`config.mk`:
```
export PLATFORM = sky130hd
export DESIGN_NAME = kstf_isqrt
export DESIGN_NICKNAME = d
export VERILOG_FILES = /design/src/hdl/kstf_pkg.sv /design/src/hdl/kstf_isqrt.sv
export SDC_FILE = /design/constraint.sdc
export NUM_CORES = 1
export LEC_CHECK = 0
export BUFFER_PORTS_ARGS = -buffer_cell sky130_fd_sc_hd__buf_2
export CORE_MARGIN = 2
export CORE_UTILIZATION = 41
export DETAILED_ROUTE_END_ITERATION = 7
export PLACE_DENSITY = 0.6
export RECOVER_POWER = 100
export SLEW_MARGIN = 20
export SYNTH_ARGS = -nofsm -noshare
export SYNTH_HDL_FRONTEND = slang
export SYNTH_SLANG_ARGS = --single-unit
```
`constraint.sdc`:
```
create_clock -name clk -period 12.9 [get_ports clk]
set_clock_uncertainty 0.2 [all_clocks]
set_input_delay 1.29 -clock clk [delete_from_list [all_inputs] [get_ports clk]]
set_output_delay 1.29 -clock clk [all_outputs]
set_load 0.02 [all_outputs]
```
`src/hdl/kstf_pkg.sv`:
```
`timescale 1ns / 1ps
`default_nettype none
// ----------------------------------------------------------------------------
// kstf_pkg
// Types, register indexes and helpers shared by the tilt filter modules.
// ----------------------------------------------------------------------------
package kstf_pkg;

    localparam int CfgIdxW = 3;

    localparam logic [CfgIdxW-1:0] CFG_GYRO_OFFSET  = 3'd0;
    localparam logic [CfgIdxW-1:0] CFG_ACCEL_OFFSET = 3'd1;
    localparam logic [CfgIdxW-1:0] CFG_PERIOD       = 3'd2;
    localparam logic [CfgIdxW-1:0] CFG_PROC_NOISE   = 3'd3;
    localparam logic [CfgIdxW-1:0] CFG_MEAS_NOISE   = 3'd4;
    localparam logic [CfgIdxW-1:0] CFG_ANGLE_BIAS   = 3'd5;

    localparam logic [23:0] PERIOD_RST     = 24'd83886;
    localparam logic [31:0] PROC_NOISE_RST = 32'd655360;
    localparam logic [31:0] MEAS_NOISE_RST = 32'd131072000;
    localparam logic [31:0] ANGLE_BIAS_RST = 32'hFFF4_8000;

    localparam logic [63:0] Q62_ONE = 64'h4000_0000_0000_0000;
    localparam logic [31:0] Q31_ONE = 32'h8000_0000;

    typedef enum logic [17:0] {
        ST_IDLE  = 18'b000000000000000001,
        ST_MRATE = 18'b000000000000000010,
        ST_PRIOR = 18'b000000000000000100,
        ST_MQ    = 18'b000000000000001000,
        ST_SUM1  = 18'b000000000000010000,
        ST_SQ1   = 18'b000000000000100000,
        ST_MPP   = 18'b000000000001000000,
        ST_MR    = 18'b000000000010000000,
        ST_DEN   = 18'b000000000100000000,
        ST_DIV   = 18'b000000001000000000,
        ST_SQ2   = 18'b000000010000000000,
        ST_MCL   = 18'b000000100000000000,
        ST_MCH   = 18'b000001000000000000,
        ST_EST   = 18'b000010000000000000,
        ST_SQ4   = 18'b000100000000000000,
        ST_MCOV  = 18'b001000000000000000,
        ST_COV   = 18'b010000000000000000,
        ST_OUT   = 18'b100000000000000000
    } kstf_state_t;

    function automatic logic signed [31:0] sat32(input logic signed [35:0] v);
        logic signed [31:0] r;
        if (v > 36'sh0_7FFF_FFFF)
            r = 32'sh7FFF_FFFF;
        else if (v < -36'sh0_8000_0000)
            r = -32'sh8000_0000;
        else
            r = v[31:0];
        return r;
    endfunction

endpackage
`default_nettype wire

```
`src/hdl/kstf_isqrt.sv`:
```
`timescale 1ns / 1ps
`default_nettype none
// ----------------------------------------------------------------------------
// kstf_isqrt
// Floored integer square root of a 64-bit value, one result bit per cycle.
// ----------------------------------------------------------------------------
module kstf_isqrt
    import kstf_pkg::*;
(
    input  wire logic        clk,
    input  wire logic        rst_n,
    input  wire logic        start,
    input  wire logic [63:0] operand,
    output logic             done,
    output logic [31:0]      root
);

    logic        busy_reg;
    logic        done_reg;
    logic [4:0]  cnt_reg;
    logic [63:0] x_reg;
    logic [63:0] res_reg;
    logic [63:0] bit_reg;
    logic [63:0] trial;

    assign trial = res_reg + bit_reg;

    always_ff @(posedge clk or negedge rst_n)
    begin
        if (!rst_n)
        begin
            busy_reg <= 1'b0;
            done_reg <= 1'b0;
            cnt_reg  <= '0;
        end
        else
        begin
            done_reg <= 1'b0;
            if (start)
            begin
                busy_reg <= 1'b1;
                cnt_reg  <= '0;
            end
            else if (busy_reg)
            begin
                cnt_reg <= cnt_reg + 5'd1;
                if (cnt_reg == 5'd31)
                begin
                    busy_reg <= 1'b0;
                    done_reg <= 1'b1;
                end
            end
        end
    end

    always_ff @(posedge clk)
    begin
        if (start)
        begin
            x_reg   <= operand;
            res_reg <= '0;
            bit_reg <= Q62_ONE;
        end
        else if (busy_reg)
        begin
            if (x_reg >= trial)
            begin
                x_reg   <= x_reg - trial;
                res_reg <= (res_reg >> 1) + bit_reg;
            end
            else
            begin
                res_reg <= res_reg >> 1;
            end
            bit_reg <= bit_reg >> 2;
        end
    end

    assign done = done_reg;
    assign root = res_reg[31:0];

endmodule
`default_nettype wire

```
==> results of run 1 <==
report_power, final:
| group | leakage, nW | total (W) | internal (W) | switching (W) |
|---|---|---|---|---|
| clock network | 0.291 | 0.000535 | 0.000293 | 0.000242 |
| logic | 4.83 | 0.00227 | 0.000839 | 0.00144 |
| registers | 1.54 | 0.000901 | 0.000758 | 0.000143 |
| total | 6.66 | 0.00371 | 0.00189 | 0.00182 |
worst register-to-register path, delay by kind of cell, from the launching register on:
kind | cells | cell delay, ps
AOI/OAI and AO/OA | 8 | 3390
DFF | 1 | 370
buffers and inverters | 3 | 2640
adders and majority gates | 3 | 770
and+or+nand+nor | 7 | 1590
cells by family after synthesis:
logic type | Yosys count
AO/OA/AOI/OAI | 698
AND/OR/NAND/NOR | 666
buffers and inverters | 209
flip-flops | 167
XOR/XNOR | 141
adder cells (fa/ha/maj) | 133
multiplexers | 58
area by class of cell:
type	count	area, um^2
fill	4019	21700
sequential	167	4020
multi-input combinational	1696	11100
tap	518	648
clock inverter	10	92.6
inverter	55	206
clock buffer	22	495
timing repair buffer	108	500
metal layers:
layer	up-vias	global-route usage, %
li1	7642	-
met1	7484	35.2
met2	509	37.9
met3	78	3.61
met4	4	8.94
met5	-	0
path summary, 6_finish.rpt:
check / slack, ps / startpoint / end / cells past startpoint
max: 3420 / bit_reg[0]$_SDFFE_PP0P_ / x_reg[55]$_DFFE_PP_ / 21
min: 330 / cnt_reg[4]$_DFFE_PN0P_ / cnt_reg[4]$_DFFE_PN0P_ / 2
max reg2reg: 3420 / bit_reg[0]$_SDFFE_PP0P_ / x_reg[55]$_DFFE_PP_ / 21
min reg2reg: 330 / cnt_reg[4]$_DFFE_PN0P_ / cnt_reg[4]$_DFFE_PN0P_ / 2
max in group asynchronous: 11670 / rst_n / busy_reg$_DFF_PN0_ / 1
min in group asynchronous: 510 / rst_n / cnt_reg[0]$_DFFE_PN0P_ / 1
cell usage after synthesis (17+ instances only):
master	number
nor3_1	37
or3_1	17
o21ai_0	197
a211oi_1	43
o31ai_1	24
o21bai_1	28
a21o_1	49
a21oi_1	123
mux2i_1	51
nand3_1	53
dfxtp_1	96
edfxtp_1	64
nor2_1	177
a31oi_1	59
a221oi_1	17
buf_4	36
a311oi_1	19
clkbuf_1	99
nand4_1	52
xor2_1	69
ha_1	132
nand2_1	229
inv_1	54
xnor2_1	72
and3_1	19
metrics by stage:
stage                     util [%]  std cells  total power [W]  setup slack, ps
after floorplan                  -       2072          0.00261             3060
after global placement        42.9       2544          0.00315             5640
after detailed placement      42.9       2544          0.00315             5600
after CTS                     44.4       2576          0.00370             5570
after global routing          44.1       2576          0.00399             2850
final                         44.1       2576          0.00371             3420
==> metrics.txt, run 1 <==
Compound-Gate Fraction of Synth Area between 20 and 30%; die footprint 41100 um^2; CTS Buffer Depth 2; DR pass1 iterations 5; Final HPWL DP just under 40000 um; CTS Root Cell clkbuf_16; Syn Std Cell Area 16200 um^2; Synth top area share about an eighth; distinct cell type count after synthesis 90; final hold vios 0; first-pass GRT wire length ~81000 um; post-detailed-routing wire length 50900 um; Synth Flop Type dfxtp_1; row cnt 72; vias in the first global route 14800; Synth area leader dfxtp_1; critical path class reg -> reg; share of cells above drive strength 1 just under 7%; CTS H-tree lvls 4; Port-buffer cells 99; actual slew at the worst max-slew pin about 3100 ps; CTS Buf Count 17; YS warnings 0; largest family of logic cells by synthesized area compound AO/OA/AOI/OAI gates; DR iter-0 viols roughly 1300; average size of a mapped cell about 8 um^2; RSZ-0062 raised after global routing no; detailed-route DRC error count 0; Clock Latency Late Sink around 470 ps; most used cell, CP ha_1; Final Cycle Share between 70% and 80%; Post-Synth Simple-Gate Area 19.2%; EDFF count, synth between 60 and 70; grt total ovfl 0; initial antenna violation count 1; slew margin rel. -105%; CTS resizes 0; slowest CP cell a2111oi_0; WP data required roughly 13000 ps; WHS roughly 330 ps; routed vias ~16000; ANT nets after route 0; largest net degree at the start of global routing 79; Syn-to-layout area delta 5.79%; most common cell after layout, fill and taps aside nand2_1; adder-cell share of the synthesized area between 10% and 20%; Worst VDD drop 99.6 uV; Seq cells post-synth 167; xor/xnor share of the synthesized area 7.63%; Max stage delay on crit path 1060 ps; max layer used met5; maxcap violations 6; WL met2 around 22000 um; ys async rst share 4.19%; Non-Filler Cell Area, Final around 17000 um^2; Leak around 6.7 nW; CP top delay family compound AO/OA/AOI/OAI gates; maximum clock rate 0.105 GHz; Met3 Routed Length around 2900 um; Diodes inserted 0; post-CTS setup buffer count 0; CP max FO 64; commonest non-fill, non-tap cells in the layout 230 x nand2_1, 197 x o21ai_0, 177 x nor2_1, 132 x ha_1, 124 x a21oi_1; DR WL/cell between 15 and 20 um; placed inst area 16700 um^2; CP Buf/Inv Count 3; synth top area cells dfxtp_1 12%, edfxtp_1 12%, ha_1 10%; synthesized net count between 2000 and 2500; PD cells 217 nW/um^2; Critical Path Start Type flip-flop; Syn Inst Count between 2000 and 2500; Arr. time, crit path around 9400 ps; critical path, cell by cell ha_1 > ha_1 > a211oi_1 > or4b_1 > a2111oi_0 > nor3_1 > o31a_1 > a221oi_1 > o21ai_0 > a311oi_1 > ha_1 > nand2_1 > nor2_1 > nand3b_1 > nand3b_1 > a221oi_1 > clkbuf_1 > nor2_2 > clkbuf_1 > o21ai_4 > buf_4; core area around 39000 um^2; GP Congestion a little under 1; setup_tns 0 ps; CTS Hold Bufs 0; setup violators final 0; overall routing resource usage between 20% and 30%; Die H around 200 um; register area share after synthesis about a quarter; crit end category flip-flop; Routed met1 length around 24000 um; HP Class reg -> reg; final net count roughly 2200; DR vias/cell between 6 and 7; failing checks capacitance limit, slew limit; status finished with violations; post-synthesis mux area share approximately 3.6%; Period minus WS final roughly 9500 ps; number of top-level pins 100; CTS tree built; # clock sinks roughly 170; Initial Util 41.7%; Clock transition at path regs 70 ps; Final Max Tran Viols approximately 310; Die X around 200 um
Power figures use the tool's default switching activity.
==> run 2: changes to the inputs <==
Settings changed: PLACE_DENSITY 0.6 to 0.62.
Clock period 12.9 ns to 8.4 ns, I/O delays scaled along.
==> metrics.txt, run 2 (synthesized netlist as in run 1, its figures left out) <==
Clock Latency Late Sink between 400 and 500 ps; Arr. time, crit path roughly 7600 ps; final hold vios 0; crit end category flip-flop; GP Congestion approximately 1.0; Worst VDD drop around 200 uV; Leak 6.68 nW; CTS tree built; row cnt 72; maximum clock rate ~0.13 GHz; RSZ-0062 raised after global routing no; Final Cycle Share 91.6%; GRT met2 Usage roughly two fifths; first-pass GRT wire length just over 80000 um; DR iter-0 viols approximately 1400; Final HPWL DP 38600 um; hold path cells 2; vias in the first global route roughly 15000; die footprint around 41000 um^2; number of top-level pins 100; Final Max Tran Viols roughly 230; Die X just over 200 um; maxcap violations 3; final net count roughly 2200; CTS H-tree lvls 4; overall routing resource usage 24.7%; DR WL/cell 19.8 um; Syn-to-layout area delta 5.98%; initial antenna violation count 1; Die H roughly 200 um; Non-Filler Instances roughly 2600; PD cells ~330 nW/um^2; CTS Buf Count 17; grt total ovfl 0; Initial Util 41.7%; CTS Buffer Depth 2; CTS Root Cell clkbuf_16; most common cell after layout, fill and taps aside nand2_1; Critical Path Start Type flip-flop; failing checks capacitance limit, slew limit; post-detailed-routing wire length between 50000 and 60000 um; status finished with violations; reg2reg path depth 19; Period minus WS final 7690 ps; post-CTS setup buffer count 0; core area around 39000 um^2; met3 Use GR 5.01%; HP Class reg -> reg; Most Crowded Layer GR met2; largest net degree at the start of global routing ~100; setup_tns 0 ps; slew margin rel. -170%; routed vias around 16000; setup violators final 0; actual slew at the worst max-slew pin slightly above 4000 ps; critical path class reg -> reg; Clock transition at path regs 80 ps; met1 usage in global routing 34.3%; DR pass1 iterations 5; # clock sinks approximately 170; CP max FO 64; commonest non-fill, non-tap cells in the layout 229 x nand2_1, 197 x o21ai_0, 178 x nor2_1, 132 x ha_1, 124 x a21oi_1; ANT nets after route 0; DR vias/cell a little over 6; Port-buffer cells 99; detailed-route DRC error count 0; Diodes inserted 0; dpl cells ~2500; WP data required between 8000 and 9000 ps; share of cells above drive strength 1 roughly 7%
-- run 2: power by group --
group	total [W]	internal [W]	switching (W)
Sequential	0.00138	0.00116	0.000213
Combinational	0.00350	0.00130	0.00220
Clock	0.000797	0.000403	0.000394
Total	0.00567	0.00286	0.00281
-- run 2: path summary, 6_finish.rpt --
| check | from | slack (ps) | to |
|---|---|---|---|
| setup / recovery | res_reg[4]$_SDFFE_PP0P_ | 710 | x_reg[28]$_DFFE_PP_ |
| setup reg to reg | res_reg[4]$_SDFFE_PP0P_ | 710 | x_reg[28]$_DFFE_PP_ |
| hold reg to reg | res_reg[0]$_SDFFE_PP0P_ | 320 | res_reg[0]$_SDFFE_PP0P_ |
| min in group asynchronous | rst_n | 620 | busy_reg$_DFF_PN0_ |
| max in group asynchronous | rst_n | 7060 | busy_reg$_DFF_PN0_ |
| hold / removal | res_reg[0]$_SDFFE_PP0P_ | 320 | res_reg[0]$_SDFFE_PP0P_ |
-- run 2: layer usage --
metal / routed length (um) / part of all wire (%) / vias to the layer above
li1: - / - / 7669
met1: 24200 / 47 / 7583
met2: 22600 / 44 / 489
met3: 3140 / 6.2 / 62
met4: 1080 / 2.1 / 2
met5: 13 / 0.025 / -
-- run 2: worst max-delay path: stages (launching register included) --
cell and delay (ps):
dfxtp_1 390, ha_1 380, a21oi_1 100, or4b_1 570, a2111oi_0 1100, nor3_1 240, nor2b_1 210, xnor2_1 90
ha_1 390, nand2_1 200, nor4_1 750, nand2_1 260, a21oi_1 420, o211ai_1 360, a221oi_1 380, buf_4 370
nor2_1 100, buf_4 220, o21ai_4 170, buf_12 380
-- run 2: repair_timing --
action	in CTS	in global routing
hold buffers	1	0
resized for setup	0	0
endpoints found under the hold margin	7	0
-- run 2: layout make-up --
class                           instances  area (um^2)
Tap cell                              518          648
Inverter                               55          206
Timing Repair Buffer                  110          538
Clock inverter                         13          109
Fill cell                            3979        21700
Sequential cell                       167         4020
Clock buffer                           19          453
Multi-Input combinational cell       1696        11200
-- run 2: stage by stage --
step                worst slack (ps)  cell area, um^2  hold slack [ps]  power (W)  utilization (%)
finish                           709            17100              321    0.00567             44.2
global route                     487            17100              353    0.00610             44.2
CTS                             1400            17200              320    0.00566             44.4
detailed placement              1450            16700              309    0.00484             43.0
global placement                1480            16700              294    0.00482             43.0
floorplan                        295            16200              278    0.00400                -
==> run 3: changes to the inputs <==
Settings changed: ABC_AREA set to 1, PLACE_DENSITY 0.62 to 0.61.
==> metrics.txt, run 3 <==
DR pass1 iterations 6; CTS resizes 0; share of cells above drive strength 1 around 4.2%; final hold vios 0; Syn Std Cell Area ~20000 um^2; crit end category flip-flop; Period minus WS final around 6600 ps; CTS Hold Bufs 1; Switching Fraction 54.5%; Final Cycle Share about four fifths; ys async rst share under 10%; Syn Inst Count about 3400; Die X around 220 um; CTS Buf Count 17; Diodes inserted 0; Clock Latency Late Sink ~500 ps; CTS H-tree lvls 4; combinational power share 65.1%; PD cells 310 nW/um^2; number of top-level pins 100; CTS Root Cell clkbuf_16; slew margin rel. -128%; NetSw between 0.003 and 0.004 W; post-CTS setup buffer count 0; Syn-to-layout area delta 6.79%; detailed-route DRC error count 0; first-pass GRT wire length 115000 um; maxcap violations 3; Clock Power Share between 10% and 20%; Critical Path Start Type flip-flop; ANT nets after route 0; DR vias/cell roughly 5.3; CTS Buffer Depth 2; CTS tree built; routed vias ~22000; overall routing resource usage 30.1%; row cnt 80; register area share after synthesis about a fifth; DR WL/cell roughly 18 um; maximum clock rate roughly 0.15 GHz; RSZ-0062 raised after global routing no; most common cell in the synthesized netlist nand2_1; Port-buffer cells 99; Most Crowded Layer GR met2; failing checks capacitance limit, slew limit; setup_tns 0 ps; # clock sinks about 170; met1 usage in global routing between 40% and 50%; Synth top area share roughly 21%; Seq cells post-synth roughly 170; GP Congestion approximately 0.98; YS warnings 0; setup violators final 0; distinct cell type count after synthesis 49; met3 Use GR under 10%; cell-internal power approximately 0.0029 W; critical path class reg -> reg; grt total ovfl 0; actual slew at the worst max-slew pin 3420 ps; commonest non-fill, non-tap cells in the layout 1118 x nand2_1, 516 x inv_1, 385 x nor2_1, 322 x nand3_1, 184 x o21ai_0; HP Class reg -> reg; Leak between 9 and 10 nW; GRT met2 Usage roughly 48%; Final HPWL DP about 61000 um; vias in the first global route 21100; Initial Util a little over 40%; Final Max Tran Viols ~190; Seq pwr share ~22%; status finished with violations; synth top area cells nand2_1 21%, inv_1 9.9%, dfxtp_1 9.8%; WP data required ~8700 ps; largest net degree at the start of global routing 94; synthesized net count ~3600; Clock transition at path regs around 80 ps; post-detailed-routing wire length ~74000 um; core area about 47000 um^2; most common cell after layout, fill and taps aside nand2_1; DR iter-0 viols 1783; average size of a mapped cell roughly 5.7 um^2; Arr. time, crit path 6810 ps; initial antenna violation count 0; top cells by count, synth 1118 x nand2_1, 517 x inv_1, 386 x nor2_1; WHS between 300 and 400 ps; Synth Flop Type dfxtp_1; Die H ~220 um; CP max FO 93; final net count approximately 3700; Worst VDD drop 202 uV; die footprint roughly 50000 um^2; Synth area leader nand2_1; EDFF count, synth 64
-- run 3: cell count changes after synthesis, moves of 31 or more --
cell,delta
xor2_1,-31
nand2_1,+889
clkbuf_1,-65
inv_1,+463
mux2i_1,-51
a21o_1,-37
a211oi_1,-42
nand3_1,+269
a31oi_1,-51
a21oi_1,+58
nor2_1,+209
-- run 3: layout make-up --
| type | count | area (um^2) |
|---|---|---|
| clock buffer | 19 | 453 |
| clock inverter | 13 | 109 |
| fill | 5426 | 26600 |
| inverter | 528 | 1980 |
| multi-input combinational | 2644 | 13100 |
| sequential | 167 | 4020 |
| tap | 615 | 769 |
| timing repair buffer | 107 | 504 |
-- run 3: power by group through the flow --
stage	logic [W]	registers, W	clock network (W)
global placement	0.00414	0.00145	0
global route	0.00475	0.00147	0.000853
detailed placement	0.00415	0.00145	0
finish	0.00422	0.00145	0.000809
CTS	0.00417	0.00144	0.000825
floorplan	0.00317	0.00135	0
-- run 3: per-layer routing --
metal | wire length [um] | vias up
met5 | 0 | -
met4 | 3250 | 0
met3 | 4360 | 146
li1 | - | 11100
met1 | 33600 | 9874
met2 | 32400 | 710
-- run 3: logic make-up after synthesis --
group	count (synthesis)	share of synthesized area (%)
flip-flops	167	20.5
AND/OR/NAND/NOR	1959	41.3
XOR/XNOR	82	3.67
adder cells (fa/ha/maj)	133	8.55
AO/OA/AOI/OAI	470	13.2
buffers and inverters	612	12.8
-- run 3: through the flow --
step           std cells  setup WS (ps)  utilization, %  total power (W)  area (um^2)
2_1_floorplan       3423           1060               -          0.00451        19600
5_1_grt             4093           1310            44.0          0.00708        20900
4_1_cts             4093           2640            44.2          0.00643        21000
3_3_place_gp        4060           2700            43.0          0.00560        20400
3_5_place_dp        4060           2660            43.0          0.00560        20400
6_report            4093           1840            44.0          0.00648        20900
-- run 3: final timing paths --
path,cells past startpoint,from,slack (ps),end
min in group asynchronous,2,rst_n,560,cnt_reg[3]$_DFFE_PN0P_
worst max register to register,24,res_reg[10]$_SDFFE_PP0P_,1840,res_reg[25]$_SDFFE_PP0P_
worst min-delay path,2,res_reg[0]$_SDFFE_PP0P_,310,res_reg[0]$_SDFFE_PP0P_
worst min register to register,2,res_reg[0]$_SDFFE_PP0P_,310,res_reg[0]$_SDFFE_PP0P_
max in group asynchronous,2,rst_n,7160,cnt_reg[0]$_DFFE_PN0P_
worst max-delay path,24,res_reg[10]$_SDFFE_PP0P_,1840,res_reg[25]$_SDFFE_PP0P_
-- run 3: critical path, stage by stage, from the launching register on --
cell	delay, ps
dfxtp_1	430
ha_1	420
nand2_1	100
o21ai_0	430
nor2_1	90
nand2_1	60
o21ai_0	120
o21ai_0	500
nand4_1	190
nand2_1	160
xor2_1	370
ha_1	380
nand2_1	200
inv_2	40
nand2_1	60
nand2_1	80
nand2_1	80
nand3_1	100
nand2_1	80
nand2_1	60
a21oi_1	950
nand2_4	820
a21oi_1	360
nand2_1	90
nand2_1	60
